<file path="config.mk">
export PLATFORM = sky130hd
export DESIGN_NAME = pid_controller_step
export DESIGN_NICKNAME = d
export VERILOG_FILES = /design/src/rtl/core/pid_pkg.sv /design/src/rtl/core/pid_div.sv /design/src/rtl/core/pid_csr.sv /design/src/rtl/core/pid_datapath.sv /design/src/rtl/core/pid_ctrl.sv /design/src/rtl/core/pid_controller_step.sv
export SDC_FILE = /design/constraint.sdc
export NUM_CORES = 2
export LEC_CHECK = 0
export ABC_AREA = 1
export BUFFER_PORTS_ARGS = -buffer_cell sky130_fd_sc_hd__buf_2
export CORE_AREA = 2 2 382 384
export DETAILED_ROUTE_END_ITERATION = 7
export DIE_AREA = 0 0 384 386
export GPL_TIMING_DRIVEN = 0
export REMOVE_ABC_BUFFERS = 1
export SYNTH_ARGS = -nofsm -noshare
export SYNTH_HDL_FRONTEND = slang
export SYNTH_HIERARCHICAL = 1
export SYNTH_SLANG_ARGS = --single-unit
</file>
<file path="constraint.sdc">
create_clock -name clock -period 14.61 [get_ports clock]
set_input_delay 0.7305 -clock clock [delete_from_list [all_inputs] [get_ports clock]]
set_output_delay 0.7305 -clock clock [all_outputs]
set_load 0.03 [all_outputs]
</file>
<file path="src/rtl/core/pid_pkg.sv">
`default_nettype none

package pid_pkg;

   localparam int DATA_W     = 16;
   localparam int ERR_W      = 17;
   localparam int INTEG_W    = 48;
   localparam int MUL_A_W    = 17;
   localparam int MUL_B_W    = 25;
   localparam int PROD_W     = MUL_A_W + MUL_B_W;
   localparam int ACC_W      = 64;
   localparam int FRAC_SHIFT = 20;
   localparam int ROUND_W    = ACC_W - FRAC_SHIFT;
   localparam int DERIV_W    = 39;
   localparam int SPLIT      = 24;

   // The divider works on |diff| * 2^20 and retires two quotient bits a cycle.
   localparam int DIV_W      = 38;
   localparam int DIV_STEPS  = 2;
   localparam int DIV_CYCLES = DIV_W / DIV_STEPS;
   localparam int DIV_CNT_W  = $clog2(DIV_CYCLES + 1);

   localparam int CSR_IDX_W  = 3;

   localparam logic signed [DATA_W-1:0] OUT_MIN_RESET = 16'sh8000;
   localparam logic signed [DATA_W-1:0] OUT_MAX_RESET = 16'sh7FFF;

   typedef enum logic [CSR_IDX_W-1:0] {
      CSR_GAIN_P    = 3'd0,
      CSR_GAIN_I    = 3'd1,
      CSR_GAIN_D    = 3'd2,
      CSR_OUT_MIN   = 3'd3,
      CSR_OUT_MAX   = 3'd4,
      CSR_LIMITS_ON = 3'd5
   } csr_index_type;

   typedef struct packed {
      logic signed [DATA_W-1:0] gain_p;
      logic signed [DATA_W-1:0] gain_i;
      logic signed [DATA_W-1:0] gain_d;
      logic signed [DATA_W-1:0] out_min;
      logic signed [DATA_W-1:0] out_max;
      logic                     limits_on;
   } cfg_type;

   typedef enum logic [2:0] {
      MUL_ERR_DT = 3'd0,
      MUL_P      = 3'd1,
      MUL_I_LO   = 3'd2,
      MUL_I_HI   = 3'd3,
      MUL_D_LO   = 3'd4,
      MUL_D_HI   = 3'd5
   } mul_op_type;

   typedef enum logic [2:0] {
      ACC_NONE  = 3'd0,
      ACC_CLEAR = 3'd1,
      ACC_SH0   = 3'd2,
      ACC_SH4   = 3'd3,
      ACC_SH12  = 3'd4,
      ACC_SH24  = 3'd5,
      ACC_SH28  = 3'd6
   } acc_op_type;

   typedef struct packed {
      logic       load_in;
      logic       div_start;
      logic       mul_en;
      mul_op_type mul_op;
      acc_op_type acc_op;
      logic       integ_update;
      logic       deriv_load;
      logic       round_load;
      logic       rsp_load;
      logic       clear_state;
      logic       last_update;
   } cmd_type;

   typedef struct packed {
      logic div_busy;
   } status_type;

endpackage

`default_nettype wire

</file>
<file path="src/rtl/core/pid_div.sv">
`default_nettype none

module pid_div (
   input  wire logic                      clock,
   input  wire logic                      reset,
   input  wire logic                      start,
   input  wire logic [pid_pkg::DIV_W-1:0] dividend,
   input  wire logic [15:0]               divisor,
   output logic                           busy,
   output logic [pid_pkg::DIV_W-1:0]      quotient
);
   import pid_pkg::*;

   logic [DIV_W-1:0]     quo_ff, quo_in;
   logic [15:0]          rem_ff, rem_in;
   logic [15:0]          divisor_ff;
   logic [DIV_CNT_W-1:0] cnt_ff;
   logic                 busy_ff;

   // Restoring division; the dividend shifts out of the top of the quotient register
   // while quotient bits enter at the bottom.
   always_comb begin
      logic [16:0] trial;
      logic [16:0] diff;
      rem_in = rem_ff;
      quo_in = quo_ff;
      for (int k = 0; k < DIV_STEPS; k++) begin
         trial  = {rem_in, quo_in[DIV_W-1]};
         quo_in = {quo_in[DIV_W-2:0], 1'b0};
         diff   = trial - {1'b0, divisor_ff};
         if (trial >= {1'b0, divisor_ff}) begin
            rem_in    = diff[15:0];
            quo_in[0] = 1'b1;
         end else begin
            rem_in = trial[15:0];
         end
      end
   end

   always_ff @(posedge clock) begin
      if (reset) begin
         busy_ff <= 1'b0;
         cnt_ff  <= '0;
      end else if (start) begin
         busy_ff <= 1'b1;
         cnt_ff  <= '0;
      end else if (busy_ff) begin
         cnt_ff <= cnt_ff + 1'b1;
         if (cnt_ff == DIV_CNT_W'(DIV_CYCLES - 1)) begin
            busy_ff <= 1'b0;
         end
      end
   end

   always_ff @(posedge clock) begin
      if (start) begin
         quo_ff     <= dividend;
         rem_ff     <= '0;
         divisor_ff <= divisor;
      end else if (busy_ff) begin
         quo_ff <= quo_in;
         rem_ff <= rem_in;
      end
   end

   assign busy     = busy_ff;
   assign quotient = quo_ff;

endmodule

`default_nettype wire

</file>
<file path="src/rtl/core/pid_csr.sv">
`default_nettype none

module pid_csr (
   input  wire logic                          clock,
   input  wire logic                          reset,
   input  wire logic                          csr_valid,
   output logic                               csr_ready,
   input  wire logic [pid_pkg::CSR_IDX_W-1:0] csr_index,
   input  wire logic [15:0]                   csr_data,
   output pid_pkg::cfg_type                   cfg
);
   import pid_pkg::*;

   cfg_type cfg_ff;

   always_ff @(posedge clock) begin
      if (reset) begin
         cfg_ff.gain_p    <= '0;
         cfg_ff.gain_i    <= '0;
         cfg_ff.gain_d    <= '0;
         cfg_ff.out_min   <= OUT_MIN_RESET;
         cfg_ff.out_max   <= OUT_MAX_RESET;
         cfg_ff.limits_on <= 1'b0;
      end else if (csr_valid) begin
         unique case (csr_index_type'(csr_index))
            CSR_GAIN_P:    cfg_ff.gain_p    <= csr_data;
            CSR_GAIN_I:    cfg_ff.gain_i    <= csr_data;
            CSR_GAIN_D:    cfg_ff.gain_d    <= csr_data;
            CSR_OUT_MIN:   cfg_ff.out_min   <= csr_data;
            CSR_OUT_MAX:   cfg_ff.out_max   <= csr_data;
            CSR_LIMITS_ON: cfg_ff.limits_on <= csr_data[0];
            default: begin
            end
         endcase
      end
   end

   assign csr_ready = 1'b1;
   assign cfg       = cfg_ff;

endmodule

`default_nettype wire

</file>
<file path="src/rtl/core/pid_datapath.sv">
`default_nettype none

module pid_datapath (
   input  wire logic                   clock,
   input  wire logic                   reset,
   input  wire pid_pkg::cfg_type       cfg,
   input  wire pid_pkg::cmd_type       cmd,
   output pid_pkg::status_type         status,
   input  wire logic signed [15:0]     req_target,
   input  wire logic signed [15:0]     req_measured,
   input  wire logic [15:0]            req_time_step,
   output logic signed [15:0]          rsp_correction
);
   import pid_pkg::*;

   logic signed [ERR_W-1:0]   err_ff;
   logic [15:0]               dt_ff;
   logic signed [INTEG_W-1:0] integ_ff;
   logic signed [ERR_W-1:0]   last_ff;
   logic signed [PROD_W-1:0]  prod_ff;
   logic signed [ACC_W-1:0]   acc_ff;
   logic signed [DERIV_W-1:0] deriv_ff;
   logic signed [ROUND_W-1:0] round_ff;
   logic signed [DATA_W-1:0]  rsp_ff;

   logic signed [ERR_W:0]     diff;
   logic [ERR_W:0]            diff_mag;
   logic [DIV_W-1:0]          dividend;
   logic                      div_busy;
   logic [DIV_W-1:0]          quotient;
   logic signed [DERIV_W-1:0] deriv_in;

   logic signed [MUL_A_W-1:0] mul_a;
   logic signed [MUL_B_W-1:0] mul_b;
   logic signed [PROD_W-1:0]  mul_p;
   logic signed [ACC_W-1:0]   addend;
   logic signed [INTEG_W:0]   integ_sum;
   logic signed [INTEG_W-1:0] integ_in;
   logic signed [ACC_W-1:0]   round_sum;
   logic signed [DATA_W-1:0]  sat_v;

   assign diff     = {err_ff[ERR_W-1], err_ff} - {last_ff[ERR_W-1], last_ff};
   assign diff_mag = diff[ERR_W] ? -diff : diff;
   assign dividend = {1'b0, diff_mag[ERR_W-1:0], {FRAC_SHIFT{1'b0}}};

   pid_div u_div (
      .clock    (clock),
      .reset    (reset),
      .start    (cmd.div_start),
      .dividend (dividend),
      .divisor  (dt_ff),
      .busy     (div_busy),
      .quotient (quotient)
   );

   assign status.div_busy = div_busy;

   // The quotient is a magnitude; the sign of the error difference is put back here.
   always_comb begin
      if (dt_ff == '0) begin
         deriv_in = '0;
      end else if (diff[ERR_W]) begin
         deriv_in = -$signed({1'b0, quotient});
      end else begin
         deriv_in = $signed({1'b0, quotient});
      end
   end

   // The wide products are split into a signed upper and an unsigned lower half.
   always_comb begin
      case (cmd.mul_op)
         MUL_ERR_DT: begin
            mul_a = err_ff;
            mul_b = {9'b0, dt_ff};
         end
         MUL_P: begin
            mul_a = {cfg.gain_p[DATA_W-1], cfg.gain_p};
            mul_b = {{8{err_ff[ERR_W-1]}}, err_ff};
         end
         MUL_I_LO: begin
            mul_a = {cfg.gain_i[DATA_W-1], cfg.gain_i};
            mul_b = {1'b0, integ_ff[SPLIT-1:0]};
         end
         MUL_I_HI: begin
            mul_a = {cfg.gain_i[DATA_W-1], cfg.gain_i};
            mul_b = {integ_ff[INTEG_W-1], integ_ff[INTEG_W-1:SPLIT]};
         end
         MUL_D_LO: begin
            mul_a = {cfg.gain_d[DATA_W-1], cfg.gain_d};
            mul_b = {1'b0, deriv_ff[SPLIT-1:0]};
         end
         MUL_D_HI: begin
            mul_a = {cfg.gain_d[DATA_W-1], cfg.gain_d};
            mul_b = {{10{deriv_ff[DERIV_W-1]}}, deriv_ff[DERIV_W-1:SPLIT]};
         end
         default: begin
            mul_a = '0;
            mul_b = '0;
         end
      endcase
   end

   assign mul_p = mul_a * mul_b;

   always_comb begin
      case (cmd.acc_op)
         ACC_SH0:  addend = ACC_W'(prod_ff);
         ACC_SH4:  addend = ACC_W'(prod_ff) <<< 4;
         ACC_SH12: addend = ACC_W'(prod_ff) <<< 12;
         ACC_SH24: addend = ACC_W'(prod_ff) <<< 24;
         ACC_SH28: addend = ACC_W'(prod_ff) <<< 28;
         default:  addend = '0;
      endcase
   end

   assign integ_sum = (INTEG_W+1)'(integ_ff) + (INTEG_W+1)'($signed(prod_ff[32:0]));

   always_comb begin
      if (integ_sum[INTEG_W] != integ_sum[INTEG_W-1]) begin
         integ_in = integ_sum[INTEG_W] ? {1'b1, {(INTEG_W-1){1'b0}}}
                                       : {1'b0, {(INTEG_W-1){1'b1}}};
      end else begin
         integ_in = integ_sum[INTEG_W-1:0];
      end
   end

   // Round half up: add one half and take the floor by an arithmetic shift.
   assign round_sum = acc_ff + (ACC_W'(1) <<< (FRAC_SHIFT - 1));

   always_comb begin
      if (round_ff > ROUND_W'(OUT_MAX_RESET)) begin
         sat_v = OUT_MAX_RESET;
      end else if (round_ff < ROUND_W'(OUT_MIN_RESET)) begin
         sat_v = OUT_MIN_RESET;
      end else begin
         sat_v = round_ff[DATA_W-1:0];
      end
      if (cfg.limits_on) begin
         if (sat_v > cfg.out_max) begin
            sat_v = cfg.out_max;
         end
         if (sat_v < cfg.out_min) begin
            sat_v = cfg.out_min;
         end
      end
   end

   always_ff @(posedge clock) begin
      if (reset) begin
         integ_ff <= '0;
         last_ff  <= '0;
      end else if (cmd.clear_state) begin
         integ_ff <= '0;
         last_ff  <= '0;
      end else begin
         if (cmd.integ_update) begin
            integ_ff <= integ_in;
         end
         if (cmd.last_update) begin
            last_ff <= err_ff;
         end
      end
   end

   always_ff @(posedge clock) begin
      if (cmd.load_in) begin
         err_ff <= {req_target[DATA_W-1], req_target} - {req_measured[DATA_W-1], req_measured};
         dt_ff  <= req_time_step;
      end
      if (cmd.mul_en) begin
         prod_ff <= mul_p;
      end
      if (cmd.acc_op == ACC_CLEAR) begin
         acc_ff <= '0;
      end else if (cmd.acc_op != ACC_NONE) begin
         acc_ff <= acc_ff + addend;
      end
      if (cmd.deriv_load) begin
         deriv_ff <= deriv_in;
      end
      if (cmd.round_load) begin
         round_ff <= round_sum[ACC_W-1:FRAC_SHIFT];
      end
      if (cmd.rsp_load) begin
         rsp_ff <= cmd.clear_state ? '0 : sat_v;
      end
   end

   assign rsp_correction = rsp_ff;

endmodule

`default_nettype wire

</file>
<file path="src/rtl/core/pid_ctrl.sv">
`default_nettype none

module pid_ctrl (
   input  wire logic                clock,
   input  wire logic                reset,
   input  wire logic                req_valid,
   input  wire logic                req_action,
   output logic                     req_ready,
   output logic                     rsp_valid,
   input  wire logic                rsp_ready,
   input  wire pid_pkg::status_type status,
   output pid_pkg::cmd_type         cmd
);
   import pid_pkg::*;

   typedef enum logic [13:0] {
      ST_IDLE     = 14'h0001,
      ST_ERR_DT   = 14'h0002,
      ST_PROP     = 14'h0004,
      ST_INT_LO   = 14'h0008,
      ST_INT_HI   = 14'h0010,
      ST_INT_ACC  = 14'h0020,
      ST_DIV_WAIT = 14'h0040,
      ST_DERIV    = 14'h0080,
      ST_DER_LO   = 14'h0100,
      ST_DER_HI   = 14'h0200,
      ST_DER_ACC  = 14'h0400,
      ST_ROUND    = 14'h0800,
      ST_OUT      = 14'h1000,
      ST_CLEAR    = 14'h2000
   } state_type;

   state_type state_ff, state_in;
   logic      rsp_valid_ff, rsp_valid_in;
   logic      slot_free;

   // The output register may be refilled in the cycle its transaction completes.
   assign slot_free = !rsp_valid_ff || rsp_ready;

   always_comb begin
      state_in   = state_ff;
      cmd        = '0;
      cmd.mul_op = MUL_ERR_DT;
      cmd.acc_op = ACC_NONE;
      unique case (state_ff)
         ST_IDLE: begin
            if (req_valid) begin
               cmd.load_in = 1'b1;
               state_in    = req_action ? ST_CLEAR : ST_ERR_DT;
            end
         end
         ST_ERR_DT: begin
            cmd.mul_en    = 1'b1;
            cmd.mul_op    = MUL_ERR_DT;
            cmd.acc_op    = ACC_CLEAR;
            cmd.div_start = 1'b1;
            state_in      = ST_PROP;
         end
         ST_PROP: begin
            cmd.integ_update = 1'b1;
            cmd.mul_en       = 1'b1;
            cmd.mul_op       = MUL_P;
            state_in         = ST_INT_LO;
         end
         ST_INT_LO: begin
            cmd.acc_op = ACC_SH12;
            cmd.mul_en = 1'b1;
            cmd.mul_op = MUL_I_LO;
            state_in   = ST_INT_HI;
         end
         ST_INT_HI: begin
            cmd.acc_op = ACC_SH0;
            cmd.mul_en = 1'b1;
            cmd.mul_op = MUL_I_HI;
            state_in   = ST_INT_ACC;
         end
         ST_INT_ACC: begin
            cmd.acc_op = ACC_SH24;
            state_in   = ST_DIV_WAIT;
         end
         ST_DIV_WAIT: begin
            if (!status.div_busy) begin
               state_in = ST_DERIV;
            end
         end
         ST_DERIV: begin
            cmd.deriv_load = 1'b1;
            state_in       = ST_DER_LO;
         end
         ST_DER_LO: begin
            cmd.mul_en = 1'b1;
            cmd.mul_op = MUL_D_LO;
            state_in   = ST_DER_HI;
         end
         ST_DER_HI: begin
            cmd.acc_op = ACC_SH4;
            cmd.mul_en = 1'b1;
            cmd.mul_op = MUL_D_HI;
            state_in   = ST_DER_ACC;
         end
         ST_DER_ACC: begin
            cmd.acc_op = ACC_SH28;
            state_in   = ST_ROUND;
         end
         ST_ROUND: begin
            cmd.round_load = 1'b1;
            state_in       = ST_OUT;
         end
         ST_OUT: begin
            if (slot_free) begin
               cmd.rsp_load    = 1'b1;
               cmd.last_update = 1'b1;
               state_in        = ST_IDLE;
            end
         end
         ST_CLEAR: begin
            if (slot_free) begin
               cmd.rsp_load    = 1'b1;
               cmd.clear_state = 1'b1;
               state_in        = ST_IDLE;
            end
         end
         default: begin
            state_in = ST_IDLE;
         end
      endcase
   end

   always_comb begin
      rsp_valid_in = rsp_valid_ff;
      if (cmd.rsp_load) begin
         rsp_valid_in = 1'b1;
      end else if (rsp_ready) begin
         rsp_valid_in = 1'b0;
      end
   end

   always_ff @(posedge clock) begin
      if (reset) begin
         state_ff     <= ST_IDLE;
         rsp_valid_ff <= 1'b0;
      end else begin
         state_ff     <= state_in;
         rsp_valid_ff <= rsp_valid_in;
      end
   end

   assign req_ready = (state_ff == ST_IDLE);
   assign rsp_valid = rsp_valid_ff;

endmodule

`default_nettype wire

</file>
<file path="src/rtl/core/pid_controller_step.sv">
// PID controller step with output clamp.
//
// Request channel (req_*): one transaction per control step. With req_action low the
// block forms error = target - measured, updates the saturating integral with
// error * time_step and the derivative with (error - previous error) / time_step,
// and returns kp*e + ki*integral + kd*derivative, rounded, saturated and optionally
// clamped. With req_action high it clears the integral and previous error and
// returns zero.
// Response channel (rsp_*): one transaction per request, in order, from an output
// register. A new request is taken while an earlier result still waits there.
// Configuration channel (csr_*): always ready; write only while the block is idle.
// The length of a control step is set mainly by the radix-4 restoring divider for the
// derivative and the single shared 17x25 multiplier; a new request is taken only
// once the previous one has loaded the output register. A clear step loads zero
// there from ST_CLEAR. If the receiver stalls, the result waits in the output
// register; one more request is still taken and computed, then holds in the
// controller, and no request after it is taken until the register frees.
// Reset (synchronous) clears the gains, sets the limits to the full 16-bit range,
// disables clamping and zeroes the integral and the previous error.

`default_nettype none

module pid_controller_step (
   input  wire logic                          clock,
   input  wire logic                          reset,
   input  wire logic                          req_valid,
   output logic                               req_ready,
   input  wire logic                          req_action,
   input  wire logic signed [15:0]            req_target,
   input  wire logic signed [15:0]            req_measured,
   input  wire logic [15:0]                   req_time_step,
   output logic                               rsp_valid,
   input  wire logic                          rsp_ready,
   output logic signed [15:0]                 rsp_correction,
   input  wire logic                          csr_valid,
   output logic                               csr_ready,
   input  wire logic [pid_pkg::CSR_IDX_W-1:0] csr_index,
   input  wire logic [15:0]                   csr_data
);
   import pid_pkg::*;

   cfg_type    cfg;
   cmd_type    cmd;
   status_type status;

   pid_csr u_csr (
      .clock     (clock),
      .reset     (reset),
      .csr_valid (csr_valid),
      .csr_ready (csr_ready),
      .csr_index (csr_index),
      .csr_data  (csr_data),
      .cfg       (cfg)
   );

   pid_ctrl u_ctrl (
      .clock      (clock),
      .reset      (reset),
      .req_valid  (req_valid),
      .req_action (req_action),
      .req_ready  (req_ready),
      .rsp_valid  (rsp_valid),
      .rsp_ready  (rsp_ready),
      .status     (status),
      .cmd        (cmd)
   );

   pid_datapath u_datapath (
      .clock          (clock),
      .reset          (reset),
      .cfg            (cfg),
      .cmd            (cmd),
      .status         (status),
      .req_target     (req_target),
      .req_measured   (req_measured),
      .req_time_step  (req_time_step),
      .rsp_correction (rsp_correction)
   );

endmodule

`default_nettype wire
</file>
* Word-level counts from Yosys, hierarchy flattened *
Cells that the tools add are included.
W data, S select, Z words.

storage, ports and cells
  logic and storage cells = 140
  memories kept = 0
  latch bits = 0
  output and inout bits = 19
  RAM bits = 0
  bits in read-only memories = 0
  input bits = 73
  register bits after elaboration = 475

cells by class
  $add $sub $neg = 10
  reductions and logical operators = 21
  shift operators = 0
  equal/unequal tests = 35
  multiplexer cells = 42
  multiply operators = 1
  divide/modulo/power cells = 0
  bitwise gates (word level) = 1
  $lt $le $gt $ge = 6

operators by type and width
  operator                  number
  $pmux W64 S5              1
  $pmux W14 S13             1
  $pmux W25 S6              1
  $mux W16                  8
  $mux W48                  2
  $mux W37                  2
  $pmux W17 S4              1
  $add A64 B21 Y64 const B  1
  $add A64 B64 Y64          1
  $mux W14                  4
  $add A48 B33 Y49          1
  $gt A44 B16 Y1 const B    1
  $lt A44 B16 Y1 const B    1
  $mul A17 B25 Y42          1
  $neg A38 Y39              1
  $mux W38                  1
  $ge A17 B16 Y1            2
  $sub A16 B16 Y16          2
  $pmux W4 S6               1
  $eq A3 B3 Y1 const B      7
  $eq A3 B2 Y1 const B      6
  $pmux W3 S6               1
  $sub A17 B17 Y18          1
  $mux W17                  1
  37 further kinds          67

* Longest topological paths before layout *
  word-level depth = 9
  gate-level depth with buffers = 45
  gate-level depth less buffers = 44

* Modules after synthesis *
The synthesis kept the hierarchy.

by module, submodules not included
  module        area an instance (µm²)  times used  cells an instance
  pid_datapath  39187.6                 1           5161
  pid_div       5261.3                  1           713
  pid_csr       3228.1                  1           454
  pid_ctrl      1028.5                  1           162

* Worst setup path after synthesis *
OpenSTA, ideal clock, no wires.

  path kind = register to register
  from = register u_ctrl.state_ff[13]
  to = register u_datapath.prod_ff[39] (data pin)
  setup slack = 6.593 ns
  data required time = 14.345 ns
  clock period less this slack = 8.017 ns
  arrival time = 7.752 ns
  setup time = 0.265 ns
  stages on the path, launching flop included = 41
  cells stage by stage = dfxtp_1 > nor2_1 > inv_2 > nor2_8 > nand2_1 > nand2_1 > inv_1 > nand2_1 > inv_1 > nor3_1 > clkbuf_1 > buf_1 > nand2_1 > o21ai_0 > nor2_1 > inv_1 > clkbuf_1 > nand2_1 > (+5 left out) > fa_1 > inv_1 > fa_1 > inv_1 > ha_1 > a21oi_1 > o21ai_0 > a21oi_1 > o21ai_0 > a21oi_1 > inv_1 > nand4_1 > o21ai_0 > a21oi_1 > inv_1 > a21oi_1 > o21ai_0 > xor2_1

RTL lines
  item                      RTL line             RTL
  start: declaration        pid_ctrl.sv:33       state_type state_ff, state_in;
  start signal: assignment  pid_ctrl.sv:143      state_ff <= state_in;
  end signal: assignment    pid_datapath.sv:171  prod_ff <= mul_p;
  end: declaration          pid_datapath.sv:20   logic signed [PROD_W-1:0] prod_ff;

==> impl_metrics.json <==
{
  "outcome": "finished, final reports clean",
  "clock_latency_ps": 670,
  "drtIter0Drc": 3878,
  "vias_per_cell": 5.11,
  "max_freq_ghz": 0.0883,
  "place_area_um2": 51600,
  "fin_crit_ps": 11320,
  "drc": 0,
  "design_area_um2": 53400,
  "synth_seq_area_share_pct": 24.2,
  "start_util_pct": 33.7,
  "yosysWarnings": 6,
  "fp.coreArea_um2": 145000,
  "n_fill_cell": 15161,
  "finalSetupViolations": 0,
  "clock_sinks": 475,
  "cp.arrival_ps": 11680,
  "ioPinCount": 92,
  "critPathKind": "flip-flop to flip-flop",
  "fp.dieH_um": 386,
  "critPathMaxStageDelay_ps": 840,
  "skew_ps": 63.0,
  "ant_nets": 0,
  "firstDrtPassIters": 6,
  "cap_violations": 0,
  "synth-edff-count": 228,
  "syn_avg_cell_area_um2": 7.50,
  "crit_path_end_kind": "flip-flop",
  "tns_ps": 0,
  "drt_wl_total_um": 156000,
  "hold_violations": 0,
  "vias": 43337,
  "grt_pass1_vias": 42689,
  "synth_area_um2": 48700,
  "area_growth_syn_to_layout_pct": 9.56,
  "hold_path_class": "input pin to flip-flop",
  "cts_resized": 0,
  "overflow": 0,
  "r2r_slack_ps": 3290,
  "async_flop_share_pct": 0,
  "rows": 140,
  "hpwl_um": 126000,
  "ys_types": 73,
  "ys_ff_latch": 475,
  "drive_gt1_share_pct": 5.49,
  "cts_hold_buffers": 0,
  "port_buffers": 90,
  "numCtsBuffers": 53,
  "cts_buffer_depth": 3,
  "antenna_found_initial": 3,
  "grt_pass1_wl_um": 246000,
  "wl_per_cell_um": 18.5,
  "die_area_um2": 148000,
  "cts_tree": "yes",
  "grt_max_degree": 82,
  "netlist_instances": 6490,
  "crit_required_ps": 14970,
  "slew_headroom_pct": 1.39,
  "die_w_um": 384,
  "synth_flop_cell": "dfxtp_1",
  "crit_top_cell": "inv_1",
  "rsz0062_at_grt": "false",
  "nets": 7323,
  "tightestPinTransition_ps": 1480,
  "cts.htree.levels": 2,
  "clk_pin_slew_ps": 70,
  "path_max_fanout": 17,
  "slowest_stage": "nor2_1",
  "root_buffer": "clkbuf_16",
  "cts_setup_buffers": 0,
  "grt.total_usage_pct": 21.1,
  "drv_slew": 0,
  "period_share_pct": 77.5,
  "start_kind": "flip-flop",
  "gp_congestion": 0.949
}
[through the flow]
step / util (%) / hold WS (ps) / std cells / setup slack, ps
finish: 36.9 / 235 / 8478 / 3290
global route: 36.9 / 225 / 8477 / 2670
CTS: 36.9 / 206 / 8476 / 3120
detailed placement: 35.7 / 432 / 8376 / 3160
global placement: 35.2 / 435 / 8346 / 2200
floorplan: - / 422 / 6339 / 5830
[cell usage after synthesis, types with 11 or more instances]
cell          n  share of area [%]
buf_2        17               0.17
clkinv_1     25               0.19
o21ai_1      37               0.38
nand2_4      11               0.25
o21a_1       12               0.18
a221oi_1     43               0.77
inv_2        18               0.14
buf_4        19               0.29
nand4_1      76               0.98
o211ai_1     21               0.32
a21o_1       14               0.22
nor2_4       14               0.32
nand3_1     229                2.4
nand2_1    1275                9.8
a21oi_1     412                4.2
xnor2_1      85                1.5
nor3_1       58               0.60
nand3b_1     20               0.31
fa_1        422                 17
inv_1      1202                9.3
o21ai_0     339                3.5
o22ai_1      26               0.33
a22o_1       18               0.32
dfxtp_1     247                 10
o221ai_1     33               0.59
ha_1        313                8.0
o2111ai_1    14               0.25
buf_1        11              0.085
clkbuf_1    118               0.91
nand2_2      12               0.15
xor2_1      153                2.8
a31oi_1      55               0.71
nor4_1       17               0.22
nor2_1      769                5.9
o21bai_1     16               0.25
edfxtp_1    228                 14
nor2_2       17               0.22
[cell families (layout without fill, tap and decap cells)]
| family | Yosys count | after routing | share of synthesized area, % |
|---|---|---|---|
| flip-flops | 475 | 475 | 24.2 |
| AND/OR/NAND/NOR | 2545 | 2545 | 22.2 |
| other | 2 | 23 | 0.0154 |
| AO/OA/AOI/OAI | 1078 | 1078 | 12.7 |
| buffers and inverters | 1417 | 1467 | 11.2 |
| XOR/XNOR | 238 | 238 | 4.28 |
| adder cells (fa/ha/maj) | 735 | 735 | 25.4 |
[final cells by class]
type                    count  area (µm²)  share of cell area, %
inverters                1246        4680                   8.77
clock inverters            35         384                  0.720
flip-flops and latches    475       11800                   22.1
well taps                1917        2400                   4.49
diodes                      1        2.50                0.00469
clock buffers              65        1390                   2.61
multi-input cells        4618       31700                   59.4
repair buffers            121        1010                   1.90
[layer usage]
metal	global-route usage (%)	up-vias	wire length (µm)
met2	35.1	1385	72500
met4	5.57	0	4190
met1	28.8	20962	69400
li1	-	20785	-
met5	0	-	0
met3	2.34	205	10300
[layout by cell type (no fill, tap or decap), types with 37 or more instances in the layout]
cell | synthesis | final
clkbuf_16 | 0 | 53
edfxtp_1 | 228 | 228
ha_1 | 313 | 313
a31oi_1 | 55 | 55
inv_1 | 1202 | 1197
fa_1 | 422 | 422
nor2_1 | 769 | 753
buf_2 | 17 | 90
xnor2_1 | 85 | 85
nand3_1 | 229 | 228
nand4_1 | 76 | 76
xor2_1 | 153 | 153
nor3_1 | 58 | 53
o21ai_1 | 37 | 37
o21ai_0 | 339 | 339
dfxtp_1 | 247 | 247
a21oi_1 | 412 | 409
nand2_1 | 1275 | 1273
a221oi_1 | 43 | 41
[state kept, by name, indices dropped and copies added, names as in the netlist]
signal                       flops
u_datapath/deriv_ff             39
u_csr/cfg                       81
u_datapath/acc_ff               64
u_datapath/last_ff              17
u_datapath/u_div/busy            1
u_datapath/round_ff             44
u_datapath/rsp_correction       16
u_datapath/dt_ff                16
u_datapath/err_ff               17
u_datapath/prod_ff              42
u_ctrl/state_ff                 14
u_datapath/u_div/rem_ff         16
u_datapath/u_div/cnt_ff          5
u_datapath/integ_ff             48
u_ctrl/rsp_valid                 1
u_datapath/u_div/quotient       38
u_datapath/u_div/divisor_ff     16
[critical path: cells and delay by family (launching register included)]
family | cells | cell delay (ps)
simple gates | 12 | 3910
fa+ha+maj | 7 | 3350
compound gates | 9 | 1880
buf+inv | 10 | 1350
flops | 1 | 320
xor+xnor | 1 | 190
[worst paths after layout]
check,from,cells after the start,to
worst max register to register,u_ctrl/state_ff[4]$_SDFFE_PP0P_,39,u_datapath/prod_ff[39]$_DFFE_PP_
worst max-delay path,u_ctrl/state_ff[4]$_SDFFE_PP0P_,39,u_datapath/prod_ff[39]$_DFFE_PP_
worst min-delay path,req_time_step[2],1,u_datapath/dt_ff[2]$_DFFE_PP_
worst min register to register,u_datapath/dt_ff[1]$_DFFE_PP_,0,u_datapath/u_div/divisor_ff[1]$_DFFE_PP_
Power is not shown: default switching activity piles up to over one toggle a cycle in this logic, so the estimate is an artifact.
